$ cat src/mpd_pkg.sv
// mpd_pkg: shared types and constants for the mouse packet decoder
// depends on nothing; used by every module of the decoder

package mpd_pkg;

    // result kinds as shown on event_kind
    typedef enum logic [1:0] {
        EV_RAW     = 2'd0,
        EV_PRESS   = 2'd1,
        EV_RELEASE = 2'd2,
        EV_MOVE    = 2'd3
    } event_kind_t;

    // position of the next byte inside a packet
    typedef enum logic [1:0] {
        POS_STATUS = 2'd0,
        POS_X      = 2'd1,
        POS_Y      = 2'd2
    } byte_pos_t;

    // slots of the pending-result mask, in output order
    localparam int NUM_SLOTS     = 8;
    localparam int SLOT_W        = 3;
    localparam int SLOT_ECHO     = 0;
    localparam int SLOT_PRESS0   = 1;
    localparam int SLOT_RELEASE0 = 4;
    localparam int SLOT_MOVE     = 7;
    localparam int NUM_BUTTONS   = 3;

    // default depth of the job queue between front and back
    localparam int QUEUE_DEPTH_DEF = 4;

    // one classified word handed from front to back
    typedef struct packed {
        logic [NUM_SLOTS-1:0] pend;
        logic [7:0]           raw;
        logic signed [8:0]    dx;
        logic signed [8:0]    dy;
    } job_t;

endpackage

$ cat src/mouse_packet_decoder_core.sv
// Mouse packet decoder: takes one byte a word from the mouse port, builds
// status/X/Y packets and returns for every byte a raw echo, then for a
// completing Y byte the button presses (1 to 3), releases (1 to 3) and a
// move event with 9-bit signed deltas when either is nonzero; last_of_run
// marks the final word caused by a byte. Both sides behave as queues.
// The front takes one byte per cycle while the job queue has room; the back
// issues one result word per cycle unless a word waits unpopped; a plain
// byte gives its echo alone, a completing byte also its button and move words.
// The first result passes the job queue, pending mask and output register.

module mouse_packet_decoder_core
    import mpd_pkg::*;
#(
    parameter int QUEUE_DEPTH = QUEUE_DEPTH_DEF
)
(
    input  logic              clk,
    input  logic              rst_n,
    input  logic              push,
    output logic              full,
    input  logic [7:0]        data_byte,
    output logic              empty,
    input  logic              pop,
    output logic [1:0]        event_kind,
    output logic [1:0]        button_number,
    output logic [7:0]        raw_byte,
    output logic signed [8:0] delta_x,
    output logic signed [8:0] delta_y,
    output logic              last_of_run
);

    logic q_full, q_empty, q_read, job_write, accept, out_valid;
    job_t job, q_data;

    assign accept = push && !q_full;
    assign full   = q_full;
    assign empty  = !out_valid;

    // front: byte classification
    mpd_front u_front (
        .clk       (clk),
        .rst_n     (rst_n),
        .accept    (accept),
        .data_byte (data_byte),
        .job_write (job_write),
        .job       (job)
    );

    // job queue
    mpd_queue #(
        .DEPTH (QUEUE_DEPTH)
    ) u_queue (
        .clk     (clk),
        .rst_n   (rst_n),
        .wr_en   (job_write),
        .wr_data (job),
        .full    (q_full),
        .rd_en   (q_read),
        .rd_data (q_data),
        .empty   (q_empty)
    );

    // back: result serializer
    mpd_back u_back (
        .clk           (clk),
        .rst_n         (rst_n),
        .q_empty       (q_empty),
        .q_data        (q_data),
        .q_read        (q_read),
        .out_valid     (out_valid),
        .out_take      (pop),
        .event_kind    (event_kind),
        .button_number (button_number),
        .raw_byte      (raw_byte),
        .delta_x       (delta_x),
        .delta_y       (delta_y),
        .last_of_run   (last_of_run)
    );

endmodule

$ cat src/mpd_front.sv
// mpd_front: accepts mouse bytes, tracks packet position and button history
// depends on mpd_pkg; emits one job_t per accepted word

module mpd_front
    import mpd_pkg::*;
(
    input  logic       clk,
    input  logic       rst_n,
    input  logic       accept,
    input  logic [7:0] data_byte,
    output logic       job_write,
    output job_t       job
);

    byte_pos_t         pos_reg, pos_next;
    logic [7:0]        status_reg, status_next;
    logic signed [8:0] held_x_reg, held_x_next;
    logic [2:0]        prev_btn_reg, prev_btn_next;

    logic signed [8:0] dy;
    logic [2:0]        now_btn;
    logic [2:0]        press;
    logic [2:0]        release_mask;
    logic              move;

    // packet state registers
    always_ff @(posedge clk or negedge rst_n)
    begin
        if (!rst_n)
        begin
            pos_reg      <= POS_STATUS;
            status_reg   <= '0;
            held_x_reg   <= '0;
            prev_btn_reg <= '0;
        end
        else
        begin
            pos_reg      <= pos_next;
            status_reg   <= status_next;
            held_x_reg   <= held_x_next;
            prev_btn_reg <= prev_btn_next;
        end
    end

    // button changes and y delta for a completing byte
    assign dy           = $signed({status_reg[5], data_byte});
    assign now_btn      = status_reg[2:0];
    assign press        = now_btn & ~prev_btn_reg;
    assign release_mask = prev_btn_reg & ~now_btn;
    assign move         = (held_x_reg != '0) || (dy != '0);

    // next state
    always_comb
    begin
        pos_next      = pos_reg;
        status_next   = status_reg;
        held_x_next   = held_x_reg;
        prev_btn_next = prev_btn_reg;
        if (accept)
        begin
            unique case (pos_reg)
                POS_X:
                begin
                    held_x_next = $signed({status_reg[4], data_byte});
                    pos_next    = POS_Y;
                end
                POS_Y:
                begin
                    prev_btn_next = now_btn;
                    pos_next      = POS_STATUS;
                end
                default:
                begin
                    status_next = data_byte;
                    pos_next    = POS_X;
                end
            endcase
        end
    end

    // job word for the back end
    always_comb
    begin
        job_write = accept;
        job.raw   = data_byte;
        job.dx    = held_x_reg;
        job.dy    = dy;
        job.pend  = '0;
        job.pend[SLOT_ECHO] = 1'b1;
        unique case (pos_reg)
            POS_Y:
            begin
                job.pend[SLOT_PRESS0 +: NUM_BUTTONS]   = press;
                job.pend[SLOT_RELEASE0 +: NUM_BUTTONS] = release_mask;
                job.pend[SLOT_MOVE]                    = move;
            end
            default:
            begin
                job.pend[SLOT_MOVE] = 1'b0;
            end
        endcase
    end

endmodule

$ cat src/mpd_queue.sv
// mpd_queue: short job queue decoupling the front and back of the decoder
// depends on mpd_pkg for job_t

module mpd_queue
    import mpd_pkg::*;
#(
    parameter int DEPTH = QUEUE_DEPTH_DEF
)
(
    input  logic clk,
    input  logic rst_n,
    input  logic wr_en,
    input  job_t wr_data,
    output logic full,
    input  logic rd_en,
    output job_t rd_data,
    output logic empty
);

    localparam int PTR_W = (DEPTH > 1) ? $clog2(DEPTH) : 1;
    localparam int CNT_W = $clog2(DEPTH + 1);
    localparam logic [PTR_W-1:0] LAST_PTR = PTR_W'(DEPTH - 1);
    localparam logic [CNT_W-1:0] FULL_CNT = CNT_W'(DEPTH);

    job_t             mem [DEPTH];
    logic [PTR_W-1:0] wr_ptr_reg, wr_ptr_next;
    logic [PTR_W-1:0] rd_ptr_reg, rd_ptr_next;
    logic [CNT_W-1:0] count_reg, count_next;
    logic             do_wr, do_rd;

    assign full    = (count_reg == FULL_CNT);
    assign empty   = (count_reg == '0);
    assign do_wr   = wr_en && !full;
    assign do_rd   = rd_en && !empty;
    assign rd_data = mem[rd_ptr_reg];

    // storage
    always_ff @(posedge clk)
    begin
        if (do_wr)
        begin
            mem[wr_ptr_reg] <= wr_data;
        end
    end

    // pointer and count update
    always_comb
    begin
        wr_ptr_next = wr_ptr_reg;
        rd_ptr_next = rd_ptr_reg;
        count_next  = count_reg;
        if (do_wr)
        begin
            wr_ptr_next = (wr_ptr_reg == LAST_PTR) ? '0 : wr_ptr_reg + 1'b1;
        end
        if (do_rd)
        begin
            rd_ptr_next = (rd_ptr_reg == LAST_PTR) ? '0 : rd_ptr_reg + 1'b1;
        end
        if (do_wr && !do_rd)
        begin
            count_next = count_reg + 1'b1;
        end
        else if (do_rd && !do_wr)
        begin
            count_next = count_reg - 1'b1;
        end
    end

    always_ff @(posedge clk or negedge rst_n)
    begin
        if (!rst_n)
        begin
            wr_ptr_reg <= '0;
            rd_ptr_reg <= '0;
            count_reg  <= '0;
        end
        else
        begin
            wr_ptr_reg <= wr_ptr_next;
            rd_ptr_reg <= rd_ptr_next;
            count_reg  <= count_next;
        end
    end

endmodule

$ cat src/mpd_back.sv
// mpd_back: serializes each job into result words, one per cycle unless a word waits unpopped
// depends on mpd_pkg; feeds the output register seen on the result ports

module mpd_back
    import mpd_pkg::*;
(
    input  logic              clk,
    input  logic              rst_n,
    input  logic              q_empty,
    input  job_t              q_data,
    output logic              q_read,
    output logic              out_valid,
    input  logic              out_take,
    output logic [1:0]        event_kind,
    output logic [1:0]        button_number,
    output logic [7:0]        raw_byte,
    output logic signed [8:0] delta_x,
    output logic signed [8:0] delta_y,
    output logic              last_of_run
);

    logic [NUM_SLOTS-1:0] pend_reg, pend_next;
    logic [7:0]           raw_reg;
    logic signed [8:0]    dx_reg, dy_reg;

    logic                 out_valid_reg, out_valid_next;
    event_kind_t          kind_reg, kind_next;
    logic [1:0]           btn_reg, btn_next;
    logic [7:0]           oraw_reg, oraw_next;
    logic signed [8:0]    odx_reg, odx_next;
    logic signed [8:0]    ody_reg, ody_next;
    logic                 olast_reg, olast_next;

    logic [SLOT_W-1:0]    sel_idx;
    logic                 found;
    logic [NUM_SLOTS-1:0] rest;
    logic                 active, advance, emit;

    // lowest pending slot goes out first
    always_comb
    begin
        sel_idx = '0;
        found   = 1'b0;
        for (int i = 0; i < NUM_SLOTS; i++)
        begin
            if (!found && pend_reg[i])
            begin
                sel_idx = SLOT_W'(i);
                found   = 1'b1;
            end
        end
    end

    assign active  = |pend_reg;
    assign rest    = pend_reg & ~(NUM_SLOTS'(1) << sel_idx);
    assign advance = !out_valid_reg || out_take;
    assign emit    = active && advance;
    assign q_read  = !q_empty && (!active || (emit && (rest == '0)));

    // result word for the selected slot
    always_comb
    begin
        kind_next      = kind_reg;
        btn_next       = btn_reg;
        oraw_next      = oraw_reg;
        odx_next       = odx_reg;
        ody_next       = ody_reg;
        olast_next     = olast_reg;
        out_valid_next = out_valid_reg;
        if (emit)
        begin
            out_valid_next = 1'b1;
            olast_next     = (rest == '0);
            btn_next       = '0;
            oraw_next      = '0;
            odx_next       = '0;
            ody_next       = '0;
            priority if (sel_idx == SLOT_W'(SLOT_ECHO))
            begin
                kind_next = EV_RAW;
                oraw_next = raw_reg;
            end
            else if (sel_idx < SLOT_W'(SLOT_RELEASE0))
            begin
                kind_next = EV_PRESS;
                btn_next  = 2'(sel_idx - SLOT_W'(SLOT_PRESS0) + 1'b1);
            end
            else if (sel_idx < SLOT_W'(SLOT_MOVE))
            begin
                kind_next = EV_RELEASE;
                btn_next  = 2'(sel_idx - SLOT_W'(SLOT_RELEASE0) + 1'b1);
            end
            else
            begin
                kind_next = EV_MOVE;
                odx_next  = dx_reg;
                ody_next  = dy_reg;
            end
        end
        else if (out_take)
        begin
            out_valid_next = 1'b0;
        end
    end

    // pending mask: drain, then reload from the queue
    always_comb
    begin
        pend_next = pend_reg;
        if (emit)
        begin
            pend_next = rest;
        end
        if (q_read)
        begin
            pend_next = q_data.pend;
        end
    end

    always_ff @(posedge clk or negedge rst_n)
    begin
        if (!rst_n)
        begin
            pend_reg      <= '0;
            out_valid_reg <= 1'b0;
        end
        else
        begin
            pend_reg      <= pend_next;
            out_valid_reg <= out_valid_next;
        end
    end

    // payload registers
    always_ff @(posedge clk)
    begin
        if (q_read)
        begin
            raw_reg <= q_data.raw;
            dx_reg  <= q_data.dx;
            dy_reg  <= q_data.dy;
        end
        kind_reg  <= kind_next;
        btn_reg   <= btn_next;
        oraw_reg  <= oraw_next;
        odx_reg   <= odx_next;
        ody_reg   <= ody_next;
        olast_reg <= olast_next;
    end

    assign out_valid     = out_valid_reg;
    assign event_kind    = kind_reg;
    assign button_number = btn_reg;
    assign raw_byte      = oraw_reg;
    assign delta_x       = odx_reg;
    assign delta_y       = ody_reg;
    assign last_of_run   = olast_reg;

endmodule

$ cat config.mk
export PLATFORM = sky130hd
export DESIGN_NAME = mouse_packet_decoder_core
export DESIGN_NICKNAME = d
export VERILOG_FILES = /design/src/mpd_pkg.sv /design/src/mouse_packet_decoder_core.sv /design/src/mpd_front.sv /design/src/mpd_queue.sv /design/src/mpd_back.sv
export SDC_FILE = /design/constraint.sdc
export NUM_CORES = 1
export LEC_CHECK = 0
export BUFFER_PORTS_ARGS = -buffer_cell sky130_fd_sc_hd__buf_2
export CORE_MARGIN = 5
export CORE_UTILIZATION = 60
export CTS_CLUSTER_SIZE = 20
export DETAILED_ROUTE_END_ITERATION = 12
export PLACE_DENSITY_LB_ADDON = 0.05
export REMOVE_ABC_BUFFERS = 1
export SETUP_SLACK_MARGIN = 0.3
export SYNTH_ARGS = -nofsm -noshare
export SYNTH_HDL_FRONTEND = slang
export SYNTH_SLANG_ARGS = --single-unit
$ cat constraint.sdc
create_clock -name clk -period 4.8 [get_ports clk]
set_clock_uncertainty 0.05 [all_clocks]
set_input_delay 0.48 -clock clk [delete_from_list [all_inputs] [get_ports clk]]
set_output_delay 0.48 -clock clk [all_outputs]
set_load 0.1 [all_outputs]
==> results.md <==
- Status: completed
- Min-delay worst type: in -> async
- Hold buffer count at CTS: 0
- Sink Count: between 150 and 200
- Rows: 40
- Largest net degree at the start of global routing: 36
- Netlist cell types: 43
- Critical path required time: just over 5000 ps
- Max-slew violations: 0
- Max FFs per register: 100
- Grt ovf: 0
- CP Cell Sequence: nor4_4, and4b_1, buf_4, inv_1, nand2_1, inv_1, ha_1, a31o_2, a32o_1, a31oi_4, ha_1, inv_1, fa_1, xor2_1, nor2_1, xor2_1
- Setup Fix Bufs, Post-CTS: 0
- Leakage Power: between 3 and 4 nW
- RSZ-0062 raised after global routing: no
- Peak VDD IR: 387.1 µV
- CP Max Fanout: 19
- Synth area leaders: edfxtp_1 62%, dfrtp_1 12%, mux4_2 7.8%
- Number of global-route vias before repair: roughly 3600
- Initial DRC count: around 230
- Biggest register: u_queue.mem
- Fin. Hold Viols: 0
- Synth top area share: 0.6172
- Post-CTS Resized: 0
- Max-cap violations: 0
- Post-synthesis cell count: 406
- CTS max path bufs: 2
- Combinational share of power: 0.345
- CTS H-tree depth: 4
- Top-Level Pins: 45
- Synth cell count leaders: 149 x edfxtp_1, 35 x dfrtp_1, 28 x nand2_1, 25 x mux4_2, 22 x and2_1
- Final antenna-violating net count: 0
- Peak Freq: approximately 240 MHz
- Crit path DAT: between 4000 and 5000 ps
- PortBufs: 44
- Wirelength, routed: approximately 12 mm
- Number of antenna violations at the first check in global routing: 0
- Fraction of layout cells with a size suffix above 1: 0.2866
- CTS tree: built
- Crit-path slowest cell: dfrtp_1
- Asr flop ratio synth: 0.1902
- Gpl congestion: 0.9318
- Most frequent cell after synthesis: edfxtp_1
- Final core utilization: 0.6956
- Clock latency on the worst-skew pair: around 410 ps
- Global-route wire length before repair: 19.11 mm
- Inserted Diodes: 0
- Final setup TNS: 0 ps
- Cell mode on critical path: inv_1
- Share of power burned in registers: 0.421
- # nets final: 490
- Switching part of the total power: 0.3628
- Synth warn: 0
- DRC: 0
- Vias: between 3000 and 4000
- CORE AREA: 11910 µm²
- Clk pwr share: 0.234
- Sequential cell area fraction in the yosys report: 0.7380
- Vias/cell: 5.712
- NetSw: 2.233 mW
- P_int: 3.921 mW
- Clk slew on worst S/H paths: around 60 ps
- Routed length per instance: 18.78 µm
- DR pass1 iterations: 4
- Die area: 14380 µm²
- Normalized max-slew margin: 0.3370
- Netlist Area Pre-Place: 7249 µm²
- CTS root buf: clkbuf_16
- Starting Density: 0.6086
- CP max stage delay: ~480 ps
- Fin crit share: 0.8859
- Overall routing resource usage: 0.1776
- Average cell area after synthesis: 17.86 µm²
- Layout area overhead: 14.29%
- Die Span X: 119.9 µm
- FF+latch count, synth: 184
- Min Tclk post-route: 4252 ps
- Area leader, netlist: edfxtp_1
- Crit. End Element: flop
- Ys flop type: edfxtp_1
- Worst-margin pin slew: 992.4 ps
- CTS buffer count: 17
- DIE HEIGHT: 119.9 µm
- CP startpoint kind: flop
- Worst hold margin: 116.9 ps
- Kind of critical path: reg -> reg
- Final setup viols: 0
- Number of flops mapped to enable cells by yosys: 149
- Detailed placement HPWL: approximately 7.5 mm
- Pwr Density: 742.8 nW/µm²
layout by cell type, fill, tap and decap left out, types with 2 or more instances in the layout:
master / n
o21ai_2: 3
inv_6: 3
a21oi_1: 6
mux4_2: 25
nor4_1: 4
dfrtp_1: 35
or3_1: 2
mux2_2: 18
bufinv_16: 4
ha_1: 12
edfxtp_1: 149
clkinv_1: 2
buf_2: 44
and3b_1: 3
nor3_1: 2
o2bb2ai_1: 4
or4b_2: 2
buf_4: 8
clkbuf_16: 17
inv_1: 21
nand2_1: 28
mux2_4: 2
and2_1: 22
nand2b_1: 7
nor2_1: 14
xor2_1: 2
and3_1: 9
o21ai_0: 5
clkinvlp_4: 2
layout make-up:
class                           count  area (µm²)
Clock buffer                       18       429.2
Clock inverter                     14       193.9
Fill cell                         775        3626
Inverter                           21       78.83
Multi-Input combinational cell    189        1769
Sequential cell                   184        5350
Tap cell                          147       183.9
Timing Repair Buffer               52       280.3
power groups by stage:
stage                     clock network [mW]  registers [mW]  logic [mW]
after floorplan                            0            3.21        1.04
after global placement                     0            2.59        2.10
after detailed placement                   0            2.62        2.13
after CTS                               1.47            2.60        2.14
after global routing                    1.55            2.65        2.28
final                                   1.44            2.59        2.12
worst paths after layout:
check | start | end | slack (ps) | depth (start not counted)
min | rst_n | u_queue.wr_ptr_reg[0]$_DFFE_PN0P_ | 120 | 1
min in group clk | data_byte[3] | u_queue.mem[3][21]$_DFFE_PP_ | 270 | 1
max in group asynchronous | rst_n | u_back.pend_reg[7]$_DFFE_PN0P_ | 4060 | 1
min reg2reg | u_queue.count_reg[2]$_DFFE_PN0P_ | u_queue.count_reg[2]$_DFFE_PN0P_ | 440 | 1
max reg2reg | u_back.pend_reg[1]$_DFFE_PN0P_ | u_queue.count_reg[2]$_DFFE_PN0P_ | 550 | 16
max | u_back.pend_reg[1]$_DFFE_PN0P_ | u_queue.count_reg[2]$_DFFE_PN0P_ | 550 | 16
kinds of logic after synthesis:
logic type	count (synthesis)	synth area share
flip-flops	184	0.7380
AND/OR/NAND/NOR	101	0.07853
multiplexers	45	0.1098
buffers and inverters	33	0.01847
AO/OA/AOI/OAI	27	0.02813
adder cells (fa/ha/maj)	13	0.02347
XOR/XNOR	3	0.003625
per-layer routing:
metal  routed length (µm)  track usage
met4                  118      0.06299
met5                    0            0
met2                 5740       0.2778
met3                  481      0.04948
met1                 5395       0.2424
metrics by stage:
stage          setup slack [ps]  instance area (µm²)  power, mW  std cells
2_1_floorplan             175.5                 7194      4.250        394
5_1_grt                   310.8                 8285      6.476        625
4_1_cts                   521.7                 8285      6.205        625
6_report                  547.6                 8285      6.154        625
3_5_place_dp              521.0                 7662      4.759        593
3_3_place_gp              710.9                 7662      4.692        593
worst max-delay path: cells and delay by family (launching register included):
kind	cells	cell delay (ps)
xor gates and xnor gates	2	320
buffers and inverters	4	410
adders and majority gates	3	1010
DFF	1	480
AOI/OAI and AO/OA	3	930
and+or+nand+nor	4	980
(Power assumes the default switching activity.)
